### src/hdl/srsw_pkg.sv
`timescale 1ns / 1ps
// ----------------------------------------------------------------------------
// srsw_pkg
// Shared types and constants of the selective-repeat sender window block.
// ----------------------------------------------------------------------------
package srsw_pkg;

  localparam int SEQ_W      = 4;
  localparam int SEQ_COUNT  = 1 << SEQ_W;
  localparam int WIN_W      = 4;
  localparam logic [WIN_W-1:0] WIN_RESET = WIN_W'(4);
  // selective-repeat limit: half the sequence space
  localparam logic [WIN_W-1:0] WIN_LIMIT = WIN_W'(SEQ_COUNT / 2);

  typedef logic [SEQ_W-1:0] seq_t;

  typedef enum logic [1:0] {
    MODE_NEW     = 2'd0,
    MODE_ACK     = 2'd1,
    MODE_TIMEOUT = 2'd2,
    MODE_NOP     = 2'd3
  } mode_t;

  typedef enum logic [1:0] {
    ACT_NONE   = 2'd0,
    ACT_SEND   = 2'd1,
    ACT_RESEND = 2'd2,
    ACT_FULL   = 2'd3
  } action_t;

  // controller -> datapath
  typedef struct packed {
    logic latch;  // capture input word
    logic exec;   // evaluate event
    logic walk;   // move base past one acked slot
    logic load;   // load output register
  } ctrl_cmd_t;

  // datapath -> controller
  typedef struct packed {
    logic walk_more;
    logic out_free;
  } dp_stat_t;

endpackage

### src/hdl/srsw_ctrl.sv
`timescale 1ns / 1ps
// ----------------------------------------------------------------------------
// srsw_ctrl
// Sequencer: accept one word, evaluate it, walk the base, hand off the result.
// ----------------------------------------------------------------------------
module srsw_ctrl (
  input  logic                clk,
  input  logic                rst,
  input  logic                in_valid,
  output logic                in_ready,
  input  srsw_pkg::dp_stat_t  stat,
  output srsw_pkg::ctrl_cmd_t cmd
);

  typedef enum logic [1:0] {
    ST_IDLE,
    ST_EXEC,
    ST_WALK,
    ST_FIN
  } state_t;

  state_t state;
  state_t state_next;

  always_comb begin
    state_next = state;
    unique case (state)
      ST_IDLE: if (in_valid) state_next = ST_EXEC;
      ST_EXEC: state_next = ST_WALK;
      ST_WALK: if (!stat.walk_more) state_next = ST_FIN;
      ST_FIN:  if (stat.out_free) state_next = ST_IDLE;
      default: state_next = ST_IDLE;
    endcase
  end

  always_ff @(posedge clk) begin
    if (rst) begin
      state    <= ST_IDLE;
      in_ready <= 1'b1;
    end else begin
      state    <= state_next;
      in_ready <= (state_next == ST_IDLE);
    end
  end

  assign cmd.latch = in_valid && in_ready;
  assign cmd.exec  = (state == ST_EXEC);
  assign cmd.walk  = (state == ST_WALK) && stat.walk_more;
  assign cmd.load  = (state == ST_FIN) && stat.out_free;

endmodule

### src/hdl/srsw_dp.sv
`timescale 1ns / 1ps
// ----------------------------------------------------------------------------
// srsw_dp
// Window state (base, next, ack marks), event evaluation, output register.
// ----------------------------------------------------------------------------
module srsw_dp (
  input  logic                         clk,
  input  logic                         rst,
  input  logic                         cfg_we,
  input  logic [srsw_pkg::WIN_W-1:0]   cfg_data,
  input  logic [1:0]                   mode,
  input  srsw_pkg::seq_t               seq,
  input  logic                         checksum_ok,
  input  srsw_pkg::ctrl_cmd_t          cmd,
  output srsw_pkg::dp_stat_t           stat,
  output logic                         out_valid,
  input  logic                         out_ready,
  output logic [1:0]                   action,
  output srsw_pkg::seq_t               out_seq,
  output logic                         start_timer,
  output logic                         stop_timer,
  output srsw_pkg::seq_t               window_base,
  output srsw_pkg::seq_t               next_to_send,
  output logic                         all_acked
);

  logic [srsw_pkg::WIN_W-1:0]     window_size;
  logic [srsw_pkg::WIN_W-1:0]     win_eff;
  srsw_pkg::seq_t                 base_seq;
  srsw_pkg::seq_t                 next_seq;
  logic [srsw_pkg::SEQ_COUNT-1:0] acked_marks;

  srsw_pkg::mode_t   mode_q;
  srsw_pkg::seq_t    seq_q;
  logic              csum_q;

  srsw_pkg::action_t res_action;
  srsw_pkg::seq_t    res_seq;
  logic              res_start;
  logic              res_stop;

  srsw_pkg::seq_t    dist_out;
  srsw_pkg::seq_t    dist_seq;
  logic              outstanding;

  // modulo arithmetic falls out of the 4-bit wrap
  assign dist_out    = next_seq - base_seq;
  assign dist_seq    = seq_q - base_seq;
  assign outstanding = dist_seq < dist_out;

  always_comb begin
    priority if (window_size == '0)
      win_eff = srsw_pkg::WIN_W'(1);
    else if (window_size > srsw_pkg::WIN_LIMIT)
      win_eff = srsw_pkg::WIN_LIMIT;
    else
      win_eff = window_size;
  end

  assign stat.walk_more = (base_seq != next_seq) && acked_marks[base_seq];
  assign stat.out_free  = !out_valid || out_ready;

  always_ff @(posedge clk) begin
    if (rst) begin
      window_size <= srsw_pkg::WIN_RESET;
    end else if (cfg_we) begin
      window_size <= cfg_data;
    end
  end

  always_ff @(posedge clk) begin
    if (cmd.latch) begin
      mode_q <= srsw_pkg::mode_t'(mode);
      seq_q  <= seq;
      csum_q <= checksum_ok;
    end
  end

  always_ff @(posedge clk) begin
    if (rst) begin
      base_seq    <= '0;
      next_seq    <= '0;
      acked_marks <= '0;
    end else if (cmd.exec) begin
      unique case (mode_q)
        srsw_pkg::MODE_NEW: begin
          if (dist_out < win_eff) next_seq <= next_seq + 1'b1;
        end
        srsw_pkg::MODE_ACK: begin
          if (csum_q && outstanding) begin
            if (seq_q == base_seq) begin
              acked_marks[seq_q] <= 1'b0;
              base_seq           <= seq_q + 1'b1;
            end else begin
              acked_marks[seq_q] <= 1'b1;
            end
          end
        end
        srsw_pkg::MODE_TIMEOUT,
        srsw_pkg::MODE_NOP: ;
        default: ;
      endcase
    end else if (cmd.walk) begin
      acked_marks[base_seq] <= 1'b0;
      base_seq              <= base_seq + 1'b1;
    end
  end

  always_ff @(posedge clk) begin
    if (cmd.exec) begin
      res_action <= srsw_pkg::ACT_NONE;
      res_seq    <= '0;
      res_start  <= 1'b0;
      res_stop   <= 1'b0;
      unique case (mode_q)
        srsw_pkg::MODE_NEW: begin
          if (dist_out < win_eff) begin
            res_action <= srsw_pkg::ACT_SEND;
            res_seq    <= next_seq;
            res_start  <= 1'b1;
          end else begin
            res_action <= srsw_pkg::ACT_FULL;
          end
        end
        srsw_pkg::MODE_ACK: begin
          if (csum_q && outstanding) begin
            res_seq  <= seq_q;
            res_stop <= 1'b1;
          end
        end
        srsw_pkg::MODE_TIMEOUT: begin
          if (outstanding) begin
            res_action <= srsw_pkg::ACT_RESEND;
            res_seq    <= seq_q;
            res_start  <= 1'b1;
          end
        end
        srsw_pkg::MODE_NOP: ;
        default: ;
      endcase
    end
  end

  always_ff @(posedge clk) begin
    if (rst) begin
      out_valid <= 1'b0;
    end else if (cmd.load) begin
      out_valid <= 1'b1;
    end else if (out_ready) begin
      out_valid <= 1'b0;
    end
  end

  always_ff @(posedge clk) begin
    if (cmd.load) begin
      action       <= res_action;
      out_seq      <= res_seq;
      start_timer  <= res_start;
      stop_timer   <= res_stop;
      window_base  <= base_seq;
      next_to_send <= next_seq;
      all_acked    <= (base_seq == next_seq);
    end
  end

endmodule

### src/hdl/selective_repeat_sender_window_top.sv
`timescale 1ns / 1ps
// ----------------------------------------------------------------------------
// selective_repeat_sender_window_top
// Sender window control for selective-repeat ARQ: send, ack, timeout events.
// ----------------------------------------------------------------------------
//  channel  | handshake            | word
//  ---------+----------------------+------------------------------------------
//  input    | in_valid / in_ready  | mode, seq, checksum_ok
//  output   | out_valid / out_ready| action, out_seq, start/stop_timer,
//           |                      | window_base, next_to_send, all_acked
//  config   | cfg_we               | cfg_data (window_size)
//
//  Each word is latched and evaluated, then the base walks one slot per cycle
//  past already-acked slots (at most 7), then the result is loaded.
//  One word is in flight at a time; in_ready is low until its result is
//  loaded into the output register. A stalled output holds the block in
//  its final state. Synchronous reset: window 4, base = next = 0, no marks.
// ----------------------------------------------------------------------------
module selective_repeat_sender_window_top (
  input  logic                       clk,
  input  logic                       rst,
  input  logic                       cfg_we,
  input  logic [srsw_pkg::WIN_W-1:0] cfg_data,
  input  logic                       in_valid,
  output logic                       in_ready,
  input  logic [1:0]                 mode,
  input  logic [srsw_pkg::SEQ_W-1:0] seq,
  input  logic                       checksum_ok,
  output logic                       out_valid,
  input  logic                       out_ready,
  output logic [1:0]                 action,
  output logic [srsw_pkg::SEQ_W-1:0] out_seq,
  output logic                       start_timer,
  output logic                       stop_timer,
  output logic [srsw_pkg::SEQ_W-1:0] window_base,
  output logic [srsw_pkg::SEQ_W-1:0] next_to_send,
  output logic                       all_acked
);

  srsw_pkg::ctrl_cmd_t cmd;
  srsw_pkg::dp_stat_t  stat;

  srsw_ctrl u_ctrl (
    .clk      (clk),
    .rst      (rst),
    .in_valid (in_valid),
    .in_ready (in_ready),
    .stat     (stat),
    .cmd      (cmd)
  );

  srsw_dp u_dp (
    .clk          (clk),
    .rst          (rst),
    .cfg_we       (cfg_we),
    .cfg_data     (cfg_data),
    .mode         (mode),
    .seq          (seq),
    .checksum_ok  (checksum_ok),
    .cmd          (cmd),
    .stat         (stat),
    .out_valid    (out_valid),
    .out_ready    (out_ready),
    .action       (action),
    .out_seq      (out_seq),
    .start_timer  (start_timer),
    .stop_timer   (stop_timer),
    .window_base  (window_base),
    .next_to_send (next_to_send),
    .all_acked    (all_acked)
  );

endmodule

### config.mk
export PLATFORM = sky130hd
export DESIGN_NAME = selective_repeat_sender_window_top
export DESIGN_NICKNAME = d
export VERILOG_FILES = /design/src/hdl/srsw_pkg.sv /design/src/hdl/srsw_ctrl.sv /design/src/hdl/srsw_dp.sv /design/src/hdl/selective_repeat_sender_window_top.sv
export SDC_FILE = /design/constraint.sdc
export NUM_CORES = 1
export LEC_CHECK = 0
export ABC_AREA = 1
export BUFFER_PORTS_ARGS = -buffer_cell sky130_fd_sc_hd__buf_2
export CAP_MARGIN = 20
export CORE_UTILIZATION = 50
export CTS_CLUSTER_DIAMETER = 120
export DETAILED_ROUTE_END_ITERATION = 10
export PLACE_DENSITY = 0.69
export SLEW_MARGIN = 10
export SYNTH_ARGS = -nofsm -noshare
export SYNTH_HDL_FRONTEND = slang
export SYNTH_SLANG_ARGS = --single-unit
export TNS_END_PERCENT = 100
### constraint.sdc
create_clock -name clk -period 3.1 [get_ports clk]
set_input_delay 0.62 -clock clk [delete_from_list [all_inputs] [get_ports clk]]
set_output_delay 0.62 -clock clk [all_outputs]
set_load 0.01 [all_outputs]
==> metrics.log <==
[metrics] fin. max-slew vios: 0
[metrics] cell type with the highest aggregate area in the netlist: edfxtp_1
[metrics] TritonCTS clock tree: done
[metrics] Area growth syn-to-layout: 12.3%
[metrics] combinational cell fraction of total power: 35.1%
[metrics] violation count after the first detailed-routing iteration: roughly 200
[metrics] share of synthesized registers carrying an async set or reset: 0%
[metrics] synthesized netlist cell count: about 470
[metrics] count of standard-cell rows: 30
[metrics] global-route wire length before repair: between 10000 and 15000 um
[metrics] Routed Wire Length: roughly 7900 um
[metrics] reported leakage power: approximately 1.9 nW
[metrics] pin count of the biggest net entering global routing: 33
[metrics] outcome: complete, no violations
[metrics] maximum net fanout on the critical path: 18
[metrics] post-detailed-route count of antenna-violating nets: 0
[metrics] kind of start point of the critical path: register
[metrics] setup violators final: 0
[metrics] Layout Cells excl Fill: 616
[metrics] largest voltage drop on the vdd net: just under 0.3 mV
[metrics] Synth top area share: 26.8%
[metrics] internal power of the cells: approximately 1.6 mW
[metrics] reg2reg path depth: 15
[metrics] Floorplan Core Area: 6870 sq um
[metrics] Post-Synthesis Net Count: around 500
[metrics] element type at the critical path end: register
[metrics] y dimension of the die: 86.6 um
[metrics] DRC violation count after routing: 0
[metrics] maxcap violations: 0
[metrics] switching power: around 970 uW
[metrics] Setup TNS Final: 0 ps
[metrics] post-route clock skew: 7.84 ps
[metrics] hold endpoint: u_dp.action[0]
[metrics] number of port buffers: 34
[metrics] Seq/Total Area, Yosys: around 45%
[metrics] average cell area after synthesis: 7.55 sq um
[metrics] count of boundary I/O pins: 35
[metrics] start of the worst register-to-register path: u_dp.base_seq[0]
[metrics] overall die width: about 87 um
[metrics] Synth area leaders: edfxtp_1, dfxtp_1, nand2_1
[metrics] nets: 543
[metrics] DR vias/cell: 5.06
[metrics] Total Power Consumption: approximately 2.6 mW
[metrics] slack of the worst reg-to-reg path: roughly 250 ps
[metrics] share of final-layout standard cells stronger than drive strength 1: approximately 15%
[metrics] dpl cells: 600
[metrics] switch share: 37.8%
[metrics] GRT Residual Overflow: 0
[metrics] TritonCTS sink count: 64
[metrics] CTS clk-pin slew, worst paths: about 70 ps
[metrics] die area: ~7500 sq um
[metrics] Flop pwr share: a little over two fifths
[metrics] global placer's final weighted congestion: roughly 0.86
[metrics] final worst hold slack: 413 ps
[metrics] YS warnings: 0
[metrics] Setup Crit Path Kind: register to register
[metrics] antenna violations before repair: 0
[metrics] crit share post-route: about nine tenths
[metrics] Slew HR: 44.0%
[metrics] maximum clock frequency: about 0.35 GHz
[metrics] number of flops mapped to enable cells by yosys: 32
[metrics] drt first pass iters: 5
[metrics] depth of the CTS H-tree: 3
[metrics] Yosys reg bits: 64
[metrics] maximum buffer depth of the clock tree: 2
[metrics] CP required: 3330 ps
[metrics] detailed placer's ending HPWL: about 5700 um
[metrics] path class of the lowest-slack min-delay path: register to register
[metrics] clock network fraction of design power: a little under a quarter
[metrics] vias in the first global route: between 2000 and 3000
[metrics] initial core utilization: 52.1%
[metrics] CTS root buf: clkbuf_8
[metrics] Setup WS pre-CTS: between 200 and 300 ps
[metrics] Worst-Margin Slew: 840 ps
[metrics] ys flop type: edfxtp_1
[metrics] cts repair resizes: 0
[metrics] routed vias: roughly 3100
[metrics] Overall Global Routing Usage: a little under a quarter
[metrics] Skew-Pair Late Insertion Delay: roughly 340 ps
[metrics] Cells on Worst Hold Path: 0
[metrics] Netlist Area Pre-Place: ~3600 sq um
[metrics] origin of the worst min-delay path: u_dp.res_action[0]
[metrics] pwr dens: around 640 nW/um^2
[metrics] setup repair bufs after CTS: 0
[metrics] arrival time at the worst endpoint: around 3100 ps
[metrics] capture point of the worst reg-to-reg path: u_dp.base_seq[1]
[metrics] shortest clock period the worst path allows after layout: roughly 2800 ps
[metrics] number of buffers created by CTS: 9
[metrics] unrepaired setup endpoints after global routing: no
[metrics] Yosys cell types: 28
[metrics] number of hold-repair buffers added at the cts stage: 0
[metrics] post-layout worst setup margin: roughly 250 ps
[metrics] ant diodes: 0
[metrics] final hold violations: 0
[metrics] Avg WL per Cell: approximately 13 um
==> power groups by stage <==
stage / Sequential [mW] / Combinational (mW) / Clock, mW
after detailed placement: 1.09 / 0.895 / 0
after floorplan: 1.08 / 0.700 / 0
after global placement: 1.09 / 0.874 / 0
after global routing: 1.09 / 1.03 / 0.653
final: 1.07 / 0.902 / 0.592
after CTS: 1.07 / 0.898 / 0.610
==> cells in the mapped netlist, types with 5 or more instances <==
library cell / count
inv_2: 5
clkbuf_1: 5
xor2_1: 5
nand2_4: 5
ha_1: 10
edfxtp_1: 32
o21ai_0: 30
dfxtp_1: 32
nor2_1: 81
nand3_2: 11
nand2_1: 134
a21oi_1: 9
inv_1: 59
nand3_1: 19
o22ai_1: 16
==> worst max-delay path by stage <==
stage | startpoint | end | slack (ps)
after global placement | u_dp.base_seq[0] | u_dp.base_seq[2] | 390
after detailed placement | u_dp.base_seq[0] | u_dp.base_seq[1] | 280
final | u_dp.base_seq[0] | u_dp.base_seq[1] | 250
after global routing | u_dp.base_seq[0] | u_dp.base_seq[3] | 2
after floorplan | out_ready | u_ctrl.in_ready | 590
after CTS | u_dp.base_seq[0] | u_dp.base_seq[1] | 270
==> final cells by class <==
cell class              count  area, sq um
inverters                  64          240
fillers                   630         2850
clock buffers              12          135
flip-flops and latches     64         1600
well taps                  96          120
repair buffers             39          208
multi-input cells         337         1700
clock inverters             4         21.3
==> critical path, stage by stage (launching register included) <==
cell	delay [ps]
dfxtp_1	500
ha_1	210
inv_1	70
fa_1	570
inv_1	50
ha_1	250
o21ai_0	70
nand2_1	70
nand3_1	80
nand3_1	70
nand2_1	90
nand2_2	80
nand2_4	220
nand3_2	190
nor2_1	150
nor2_1	60
==> through the flow <==
stage,instance area [sq um],utilization [%]
2_1_floorplan,3580,-
3_3_place_gp,3860,56.3
3_5_place_dp,3860,56.3
4_1_cts,4020,58.5
5_1_grt,4020,58.5
6_report,4020,58.5
==> cells by family (layout without fill, tap and decap cells) <==
logic type      Yosys count  in the layout  share of synthesized area [%]
simple gates            259            259                           31.3
flops                    64             64                           44.7
compound gates           59             59                           9.44
fa+ha+maj                12             12                           4.61
xor+xnor                  7              7                           1.71
buf+inv                  73            119                           8.18
==> cells in the final DEF, fill, tap and decap left out, types with 3 or more instances in the layout <==
cell,instances
buf_2,34
nand3_1,19
clkbuf_1,3
nand2_1,134
nand2_4,5
nand3_2,11
inv_2,5
o21ai_0,30
clkbuf_8,9
o22ai_1,16
buf_4,5
xor2_1,5
inv_1,59
ha_1,10
a21oi_1,9
dfxtp_1,32
edfxtp_1,32
nor2_1,81
==> metal layers <==
| layer | vias up | GRT usage (%) | routed length, um | part of all wire (%) |
|---|---|---|---|---|
| li1 | 1605 | - | - | - |
| met1 | 1386 | 30.8 | 3630 | 46 |
| met2 | 101 | 36.1 | 3560 | 45 |
| met3 | 25 | 4.95 | 515 | 6.5 |
| met4 | 0 | 10.6 | 243 | 3.1 |
| met5 | - | 0 | 0 | 0 |
(Power assumes the default switching activity.)
